<file path="config.mk">
export PLATFORM = sky130hd
export DESIGN_NAME = rdu_sqrt
export DESIGN_NICKNAME = d
export VERILOG_FILES = /design/src/hdl/refraction_direction_unit_assert.svh /design/src/hdl/rdu_pkg.sv /design/src/hdl/rdu_sqrt.sv
export SDC_FILE = /design/constraint.sdc
export NUM_CORES = 2
export LEC_CHECK = 0
export BUFFER_PORTS_ARGS = -buffer_cell sky130_fd_sc_hd__buf_2
export CAP_MARGIN = 15
export CORE_MARGIN = 2
export CORE_UTILIZATION = 45
export CTS_CLUSTER_DIAMETER = 60
export CTS_CLUSTER_SIZE = 40
export DETAILED_ROUTE_END_ITERATION = 8
export PLACE_DENSITY_LB_ADDON = 0.05
export SETUP_SLACK_MARGIN = 0.05
export SKIP_LAST_GASP = 1
export SLEW_MARGIN = 15
export SYNTH_ARGS = -nofsm -noshare
export SYNTH_HDL_FRONTEND = slang
export SYNTH_SLANG_ARGS = --single-unit
</file>
<file path="constraint.sdc">
create_clock -name clk -period 12.3 [get_ports clk]
set_input_delay 1.845 -clock clk [delete_from_list [all_inputs] [get_ports clk]]
set_output_delay 1.845 -clock clk [all_outputs]
set_load 0.02 [all_outputs]
</file>
<file path="src/hdl/refraction_direction_unit_assert.svh">
// Assertion macros shared by the refraction direction unit.
`ifndef REFRACTION_DIRECTION_UNIT_ASSERT_SVH
`define REFRACTION_DIRECTION_UNIT_ASSERT_SVH

// Checks that the consequent holds whenever the antecedent holds.
`define RDU_ASSERT_IMP(lbl, ante, cons, msg) \
  lbl: assert property (@(posedge clk) disable iff (!rst_n) (ante) |-> (cons)) \
    else $error(msg);

// Checks that a condition holds at every clock edge outside reset.
`define RDU_ASSERT_ALWAYS(lbl, cons, msg) \
  `RDU_ASSERT_IMP(lbl, 1'b1, cons, msg)

`endif

</file>
<file path="src/hdl/rdu_pkg.sv">
// Constants shared by the refraction direction unit and its arithmetic units.
`default_nettype none
package rdu_pkg;

  localparam int VEC_FRAC_BITS = 14;

  localparam int DIV_QW = 32;
  localparam int DIV_STEPS = 2;
  localparam int DIV_LAT = DIV_QW / DIV_STEPS;

  localparam int SQ_QW = 32;
  localparam int SQ_STEPS = 2;
  localparam int SQ_LAT = SQ_QW / SQ_STEPS;

  localparam int DM_SHR = (2 * VEC_FRAC_BITS >= 24) ? 2 * VEC_FRAC_BITS - 24 : 0;
  localparam int DM_SHL = (2 * VEC_FRAC_BITS < 24) ? 24 - 2 * VEC_FRAC_BITS : 0;

  localparam int NORM_BITS = 30;

  localparam logic [47:0] C_CLAMP = 48'h0000_8000_0000;
  localparam logic [38:0] Q24_ONE = 39'h00_0100_0000;
  localparam logic [70:0] P_CAP = 71'h00_0040_0000_0000_0000;
  localparam logic [56:0] K_ONE = 57'h000_0000_0100_0000;

endpackage
`default_nettype wire

</file>
<file path="src/hdl/rdu_sqrt.sv">
// Pipelined digit-by-digit integer square root with two result bits per stage.
`default_nettype none
module rdu_sqrt (
  input  logic        clk,
  input  logic        adv,
  input  logic [63:0] rad,
  output logic [31:0] root
);

  logic [63:0] x_r   [rdu_pkg::SQ_LAT];
  logic [63:0] res_r [rdu_pkg::SQ_LAT];

  for (genvar g = 0; g < rdu_pkg::SQ_LAT; g++) begin : g_stage
    logic [63:0] x_in;
    logic [63:0] res_in;
    logic [63:0] x_nxt;
    logic [63:0] res_nxt;

    if (g == 0) begin : g_first
      assign x_in   = rad;
      assign res_in = '0;
    end else begin : g_next
      assign x_in   = x_r[g-1];
      assign res_in = res_r[g-1];
    end

    always_comb begin
      logic [63:0] bitv;
      logic [63:0] trial;
      int i;
      x_nxt   = x_in;
      res_nxt = res_in;
      for (int t = 0; t < rdu_pkg::SQ_STEPS; t++) begin
        i = g * rdu_pkg::SQ_STEPS + t;
        bitv = 64'd1 << (62 - 2 * i);
        trial = res_nxt + bitv;
        if (x_nxt >= trial) begin
          x_nxt   = x_nxt - trial;
          res_nxt = (res_nxt >> 1) + bitv;
        end else begin
          res_nxt = res_nxt >> 1;
        end
      end
    end

    always_ff @(posedge clk) begin
      if (adv) begin
        x_r[g]   <= x_nxt;
        res_r[g] <= res_nxt;
      end
    end
  end

  assign root = res_r[rdu_pkg::SQ_LAT-1][31:0];

endmodule
`default_nettype wire
</file>
==> impl_metrics.json <==
{
  "drcViolationCount": 0,
  "initial_utilization": 0.453,
  "cts_buffer_depth": 3,
  "power.density_nw_per_um2": 215,
  "ys.flop_type": "edfxtp_1",
  "setup_ws_ps": 4260,
  "synth_top_area_share": 0.446,
  "drive_gt1_frac": 0.0639,
  "synth_edf_count": 1232,
  "grt_use_total": 0.248,
  "dp_slack_ps": 4450,
  "switching_power_mw": 8.09,
  "min_period_over_period": 0.654,
  "synth_warnings": 0,
  "tritoncts": "done",
  "critPathMaxFanout": 48,
  "holdCritPathClass": "register to register",
  "area_delta_synth_final_pct": 9.31,
  "rsz0062_at_grt": "false",
  "fmax_mhz": 124,
  "p_comb_frac": 0.460,
  "synthTopCellsByArea": "edfxtp_1, ha_1, xnor2_1",
  "max-vdd-ir-drop_mv": 0.188,
  "dieArea_um2": 188000,
  "clk_pin_slew_worst_paths_ps": 100,
  "drt-initial-drc-count": 4924,
  "synth_top_area_cell": "edfxtp_1",
  "cts_buffers": 121,
  "slew_viol_final": 0,
  "crit_arrival_ps": 8570,
  "cts-resized-gates": 0,
  "p_seq_frac": 0.328,
  "maxSlewHeadroom": 0.211,
  "place_area_um2": 86000,
  "setup_tns_ps": 0,
  "cp_slowest_cell": "nor4_1",
  "wl_per_cell_um": 21.6,
  "whs_ps": 441,
  "critPathLaunchType": "register",
  "p_clk_frac": 0.212,
  "htreeDepth": 3,
  "core_area_um2": 183000,
  "power.internal_mw": 11.4,
  "setup_violations": 0,
  "port_buffers": 97,
  "status": "finished clean",
  "antenna_found_initial": 3,
  "drv_cap": 0,
  "grt_pass1_vias": 62100,
  "clockRootBuffer": "clkbuf_16",
  "ys_ff_latch": 1232,
  "crit_path_max_incr_delay_ps": 800,
  "row_count": 157,
  "vias": 64500,
  "most-common-layout-cells": "edfxtp_1, nor2_1, nand2_1",
  "p_sw_frac": 0.415,
  "synth.avg_cell_area_um2": 9.79,
  "syn_nets": 9110,
  "drtPass1Iterations": 6,
  "hold_violations": 0,
  "grt_max_degree": 166,
  "worstSetupPathType": "register to register",
  "finalCriticalPeriod_ps": 8040,
  "grt_pass1_wl_um": 365000,
  "die_x_um": 433,
  "die_h_um": 433,
  "post_cts_buffers": 0,
  "synthArstFlopShare": 0,
  "clk_latency_ps": 810,
  "ioPinCount": 98,
  "ant_nets": 0,
  "yosysUniqueCellTypes": 114,
  "worst_slew_pin_slew_ps": 1150,
  "cts_sinks": 1232,
  "skew_ps": 64.6,
  "final_common_cell": "edfxtp_1",
  "gr-total-overflow": 0,
  "seq_area_frac_synth": 0.446,
  "nNetsFinal": 9140,
  "vias_per_cell": 5.83,
  "p_leak_nw": 34.8,
  "cp.required_ps": 12820,
  "hpwl_um": 188000,
  "fin_area_um2": 90600,
  "totalWireLength_um": 239000,
  "place_congestion": 0.917,
  "syn-cell-area_um2": 82900,
  "postSynthCellCount": 8471,
  "critPathCaptureType": "register",
  "cts_hold_buf": 0
}
layout make-up:
| class | instances | area, µm² |
|---|---|---|
| flip-flops and latches | 1232 | 37000 |
| repair buffers | 142 | 921 |
| diodes | 1 | 2.50 |
| clock buffers | 125 | 3060 |
| fillers | 17100 | 92500 |
| well taps | 2464 | 3080 |
| inverters | 517 | 1940 |
| multi-input cells | 6487 | 43100 |
| clock inverters | 107 | 1520 |
per-layer routing:
metal	GRT usage	vias to the layer above	wire (µm)	share of wire
met1	0.329	31200	105000	0.44
met4	0.0668	2	5850	0.024
met5	0	-	7	0.000029
li1	-	31500	-	-
met3	0.0260	299	10600	0.044
met2	0.431	1511	118000	0.49
power groups by stage:
stage          clock network, mW  logic (mW)  registers [mW]
2_1_floorplan                  0        6.81            6.11
3_3_place_gp                   0        8.82            6.48
3_5_place_dp                   0        8.82            6.47
4_1_cts                     4.26        8.89            6.39
5_1_grt                     4.41        9.91            6.46
6_report                    4.14        8.95            6.38
cells by family (layout without fill, tap and decap cells):
| group | count (synthesis) | count (layout) | synth area share |
|---|---|---|---|
| adders and majority gates | 573 | 573 | 0.0865 |
| other | 0 | 1 | 0 |
| muxes | 79 | 79 | 0.0104 |
| DFF | 1232 | 1232 | 0.446 |
| xor gates and xnor gates | 835 | 835 | 0.0882 |
| AOI/OAI and AO/OA | 2025 | 2025 | 0.154 |
| and+or+nand+nor | 2975 | 2975 | 0.180 |
| buffers and inverters | 752 | 891 | 0.0347 |
per-stage QoR:
stage / total power, mW / std cells / util
floorplan: 12.9 / 8471 / -
global placement: 15.3 / 10800 / 0.470
detailed placement: 15.3 / 10800 / 0.470
CTS: 19.5 / 11100 / 0.495
global route: 20.8 / 11100 / 0.495
finish: 19.5 / 11100 / 0.495
registers in the layout (all words and copies together), names as in the netlist:
| name | cells |
|---|---|
| x_r | 960 |
| res_r | 272 |
critical path, delay by kind of cell, from the launching register on:
family,cells,cell delay [ps]
xor+xnor,1,150
buf+inv,5,1340
fa+ha+maj,2,730
compound gates,9,1970
simple gates,11,3080
flops,1,470
Yosys cell counts (58+ instances only):
library cell,instances
edfxtp_1,1232
nor2_1,804
nand2_1,697
a21oi_1,684
ha_1,573
xnor2_1,525
inv_1,506
o21ai_0,439
xor2_1,310
a21o_1,241
nor4_1,231
nor3_1,222
nand3_1,198
nand4_1,182
clkbuf_1,173
o21a_1,94
nor2b_1,93
or3_1,83
a31oi_1,73
nand2b_1,69
o21bai_1,65
and3_1,62
o31ai_1,58
final timing paths:
check | cells after the start | slack [ps] | to | from
max | 28 | 4260 | x_r[1][425]$_DFFE_PP_ | res_r[1][331]$_DFFE_PP_
min | 0 | 440 | x_r[0][110]$_DFFE_PP_ | x_r[0][46]$_DFFE_PP_
max reg2reg | 28 | 4260 | x_r[1][425]$_DFFE_PP_ | res_r[1][331]$_DFFE_PP_
min reg2reg | 0 | 440 | x_r[0][110]$_DFFE_PP_ | x_r[0][46]$_DFFE_PP_
Power figures use the tool's default switching activity.
