$ cat config.mk
export PLATFORM = sky130hd
export DESIGN_NAME = rdu_div
export DESIGN_NICKNAME = d
export VERILOG_FILES = /design/src/hdl/refraction_direction_unit_assert.svh /design/src/hdl/rdu_pkg.sv /design/src/hdl/rdu_div.sv
export SDC_FILE = /design/constraint.sdc
export NUM_CORES = 2
export LEC_CHECK = 0
export BUFFER_PORTS_ARGS = -buffer_cell sky130_fd_sc_hd__buf_2
export CAP_MARGIN = 40
export CORE_MARGIN = 2
export CORE_UTILIZATION = 30
export DETAILED_ROUTE_END_ITERATION = 7
export SYNTH_ARGS = -nofsm -noshare
export SYNTH_HDL_FRONTEND = slang
export SYNTH_SLANG_ARGS = --single-unit
$ cat constraint.sdc
create_clock -name clk -period 15.85 [get_ports clk]
set_input_delay 1.585 -clock clk [delete_from_list [all_inputs] [get_ports clk]]
set_output_delay 1.585 -clock clk [all_outputs]
set_load 0.01 [all_outputs]
$ cat src/hdl/refraction_direction_unit_assert.svh
// Assertion macros shared by the refraction direction unit.
`ifndef REFRACTION_DIRECTION_UNIT_ASSERT_SVH
`define REFRACTION_DIRECTION_UNIT_ASSERT_SVH

// Checks that the consequent holds whenever the antecedent holds.
`define RDU_ASSERT_IMP(lbl, ante, cons, msg) \
  lbl: assert property (@(posedge clk) disable iff (!rst_n) (ante) |-> (cons)) \
    else $error(msg);

// Checks that a condition holds at every clock edge outside reset.
`define RDU_ASSERT_ALWAYS(lbl, cons, msg) \
  `RDU_ASSERT_IMP(lbl, 1'b1, cons, msg)

`endif

$ cat src/hdl/rdu_pkg.sv
// Constants shared by the refraction direction unit and its arithmetic units.
`default_nettype none
package rdu_pkg;

  localparam int VEC_FRAC_BITS = 14;

  localparam int DIV_QW = 32;
  localparam int DIV_STEPS = 2;
  localparam int DIV_LAT = DIV_QW / DIV_STEPS;

  localparam int SQ_QW = 32;
  localparam int SQ_STEPS = 2;
  localparam int SQ_LAT = SQ_QW / SQ_STEPS;

  localparam int DM_SHR = (2 * VEC_FRAC_BITS >= 24) ? 2 * VEC_FRAC_BITS - 24 : 0;
  localparam int DM_SHL = (2 * VEC_FRAC_BITS < 24) ? 24 - 2 * VEC_FRAC_BITS : 0;

  localparam int NORM_BITS = 30;

  localparam logic [47:0] C_CLAMP = 48'h0000_8000_0000;
  localparam logic [38:0] Q24_ONE = 39'h00_0100_0000;
  localparam logic [70:0] P_CAP = 71'h00_0040_0000_0000_0000;
  localparam logic [56:0] K_ONE = 57'h000_0000_0100_0000;

endpackage
`default_nettype wire

$ cat src/hdl/rdu_div.sv
// Pipelined restoring divider with two quotient bits per stage.
`default_nettype none
module rdu_div (
  input  logic        clk,
  input  logic        adv,
  input  logic [63:0] num,
  input  logic [31:0] den,
  output logic [31:0] quot
);

  logic [63:0] rem_r [rdu_pkg::DIV_LAT];
  logic [31:0] den_r [rdu_pkg::DIV_LAT];
  logic [31:0] quo_r [rdu_pkg::DIV_LAT];

  for (genvar g = 0; g < rdu_pkg::DIV_LAT; g++) begin : g_stage
    logic [63:0] rem_in;
    logic [31:0] den_in;
    logic [31:0] quo_in;
    logic [63:0] rem_nxt;
    logic [31:0] quo_nxt;

    if (g == 0) begin : g_first
      assign rem_in = num;
      assign den_in = den;
      assign quo_in = '0;
    end else begin : g_next
      assign rem_in = rem_r[g-1];
      assign den_in = den_r[g-1];
      assign quo_in = quo_r[g-1];
    end

    always_comb begin
      logic [63:0] dsh;
      int j;
      rem_nxt = rem_in;
      quo_nxt = quo_in;
      for (int t = 0; t < rdu_pkg::DIV_STEPS; t++) begin
        j = rdu_pkg::DIV_QW - 1 - g * rdu_pkg::DIV_STEPS - t;
        dsh = {32'b0, den_in} << j;
        if (rem_nxt >= dsh) begin
          rem_nxt = rem_nxt - dsh;
          quo_nxt = {quo_nxt[30:0], 1'b1};
        end else begin
          quo_nxt = {quo_nxt[30:0], 1'b0};
        end
      end
    end

    always_ff @(posedge clk) begin
      if (adv) begin
        rem_r[g] <= rem_nxt;
        den_r[g] <= den_in;
        quo_r[g] <= quo_nxt;
      end
    end
  end

  assign quot = quo_r[rdu_pkg::DIV_LAT-1];

endmodule
`default_nettype wire

==> flow_summary_export.csv <==
group,metric,value,unit
outcome,status,"completed",
logic_synthesis,yosys.area_share.simple,16.50,%
cts,cts.clk_slew.worst_paths,0.06,ns
power,leakage,55.11,nW
placed_design,io_buffers,129,
logic_synthesis,synth_xor_area_share,8.222,%
logic_synthesis,synthCells,13490,
cts,ctsHoldBuffers,0,
cells_and_area,synthToLayoutAreaGrowth,11.23,%
floorplanning,coreArea,0.4267,mm2
sta,finClkSkew,0.08471,ns
cells_and_area,drive_above_1_share,7.635,%
cts,post_cts_buffers,0,
power,ir_worst_vdd,0.1086,mV
cts,htree_levels,4,
global_route,grt_pass1_wl,566500,um
drt,post-route-drc-count,0,
sta,slew_violations,0,
logic_synthesis,synthFlopType,"edfxtp_1",
setup_path,worstSetupEndpointType,"register",
cts,cts_buffers,207,
sta,setup_violations,0,
cells_and_area,final_common_cell,"edfxtp_1",
cells_and_area,layout_common_cells,"edfxtp_1 (1,712), a21oi_1 (1,181), nor2_1 (1,097)",
cells_and_area,regArea,0.05141,mm2
cts,cts_tree,"built",
logic_synthesis,ys_ff_latch,1712,
sta,grt_setup_unrepaired,"no",
logic_synthesis,synth_top_family_by_area,"compound AO/OA/AOI/OAI gates",
worst_hold_path,hold_class,"register to register",
floorplanning,pin_count,130,
cts,cts-root-buf,"clkbuf_16",
global_route,grt_max_degree,182,
global_route,first_global_vias,101800,
sta,max_freq,108.2,MHz
logic_synthesis,yosysUniqueCellTypes,107,
logic_synthesis,synth_compound_gate_area_share,18.19,%
setup_path,critPathSlowestCell,"a31oi_1",
logic_synthesis,synth-edff-count,1712,
cts,clock-sinks,1712,
floorplanning,row_count,240,
logic_synthesis,syn_avg_cell_area,9.515,um2
cells_and_area,fillCellCount,43610,
cells_and_area,multi_input_comb_area,0.07235,mm2
cells_and_area,final_nets,14740,
sta,fin_crit,9.239,ns
setup_path,worstSetupStartpointType,"register",
setup_path,crit_required,16.50,ns
sta,max_slew_margin,35.57,%
drt,drtAntennaViolNets,0,
logic_synthesis,muxShareOfSynthArea,2.896,%
floorplanning,die_area,0.4331,mm2
logic_synthesis,synth-seq-area-share,40.06,%
logic_synthesis,syn_area,0.1283,mm2
drt,drtIter0Drc,5608,
logic_synthesis,synth_nets,14640,
drt,vias,100700,
drt,firstDrtPassIters,6,
sta,finalCritPeriodShare,58.29,%
setup_path,arrival,9.89,ns
cts,ctsResizeCount,0,
logic_synthesis,yosys.area_share.adder,10.47,%
setup_path,worstSetupPathType,"register to register",
sta,tightest_slew,0.9421,ns
sta,timing.final.hold_violations,0,
sta,fin_ws,6.611,ns
logic_synthesis,async_reset_ff_share,0,%
placed_design,gp_congestion,0.9482,
drt,wire_per_inst,18.83,um
global_route,overflow,0,
power,p_per_area,241.9,mW/mm2
floorplanning,die_h,658.1,um
cts,clock_path_buffers,4,
global_route,track_usage,16.37,%
floorplanning,start_util,30.08,%
global_route,antenna_found_initial,7,
run,drv_cap,0,
logic_synthesis,synth_warnings,0,
placed_design,dp_hpwl,295600,um
setup_path,worstPathMaxFanout,62,
drt,wl,366000,um
sta,final.setup.tns,0,ns
sta,whs,0.3880,ns
floorplanning,die_x,658.1,um
setup_path,critical_path.max_stage_delay,0.61,ns
drt,vias_per_cell,5.181,
cts,clk_latency,0.94,ns
placed_design,post-place-ws,6.104,ns
-- Yosys cell counts, drive strengths merged (75+ instances only) --
cell,n,area (um2)
a31oi,102,638.1
o31ai,106,795.8
a211oi,122,925.9
o21a,175,1314
ha,1024,12810
o21ai,780,3904
a21oi,1181,5911
inv,866,3251
a21o,546,4099
edfxtp,1712,51410
nand2b,174,1089
xor2,433,3792
nand3,315,1577
clkbuf,297,1116
xnor2,771,6760
nor2,1101,4133
nor4,200,1316
and3,125,787.0
nor2b,134,838.3
and2,81,506.7
or3,125,782.0
nand4,244,1526
o21bai,146,1096
mux2,299,3367
or2,75,471.7
nand2,1074,4039
nor3,300,1516
-- layer usage --
metal / track usage (%) / part of all wire (%) / vias to the layer above
met5: 0 / 0 / -
met2: 31.91 / 53 / 2060
met3: 1.774 / 3.1 / 916
li1: - / - / 50310
met4: 10.27 / 7.1 / 0
met1: 16.46 / 37 / 47450
-- path summary, 6_finish.rpt --
| kind | start | endpoint | slack (ns) | cells past startpoint |
|---|---|---|---|---|
| max reg2reg | den_r[0][205] | rem_r[0][468] | 6.61 | 29 |
| max | den_r[0][205] | rem_r[0][468] | 6.61 | 29 |
| min | quo_r[1][45] | quo_r[1][79] | 0.39 | 0 |
| min reg2reg | quo_r[1][45] | quo_r[1][79] | 0.39 | 0 |
-- power by group --
part	internal (W)	switching (W)	leakage (nW)
Sequential	0.00698	0.000848	16.5
Clock	0.00282	0.00201	3.30
Combinational	0.00946	0.0124	35.3
Total	0.0193	0.0153	55.1
-- through the flow --
stage | instance area (um2) | utilization (%) | instances | total power, W
after floorplan | 128300 | - | 13490 | 0.02451
after global placement | 135500 | 31.76 | 19030 | 0.02935
after detailed placement | 135900 | 31.84 | 19060 | 0.02950
after CTS | 142700 | 33.45 | 19440 | 0.03456
after global routing | 142800 | 33.45 | 19440 | 0.03742
final | 142800 | 33.45 | 19440 | 0.03453
-- worst max-delay path, delay by kind of cell (launching register included) --
| family | cells | cell delay, ns |
|---|---|---|
| AOI/OAI and AO/OA | 7 | 2.33 |
| adders and majority gates | 2 | 0.73 |
| buffers and inverters | 7 | 1.24 |
| DFF | 1 | 0.43 |
| muxes | 2 | 0.79 |
| and+or+nand+nor | 11 | 3.33 |
-- state kept, by name, indices dropped and copies added (netlist names) --
signal / count
den_r: 480
quo_r: 272
rem_r: 960
-- kinds of logic (layout without fill, tap and decap cells) --
family                   count (synthesis)  in the layout
XOR/XNOR                              1204           1204
adder cells (fa/ha/maj)               1055           1055
buffers and inverters                 1238           1502
flip-flops                            1712           1712
AO/OA/AOI/OAI                         3691           3691
other                                    0              2
AND/OR/NAND/NOR                       4254           4254
multiplexers                           334            334
-- layout make-up --
| type | count | share of cell area, % |
|---|---|---|
| Antenna cell | 2 | 0.003506 |
| Clock buffer | 242 | 3.736 |
| Clock inverter | 136 | 1.064 |
| Inverter | 870 | 2.288 |
| Multi-Input combinational cell | 10540 | 50.68 |
| Sequential cell | 1712 | 36.01 |
| Tap cell | 5687 | 4.985 |
| Timing Repair Buffer | 254 | 1.232 |
(Power assumes the default switching activity.)
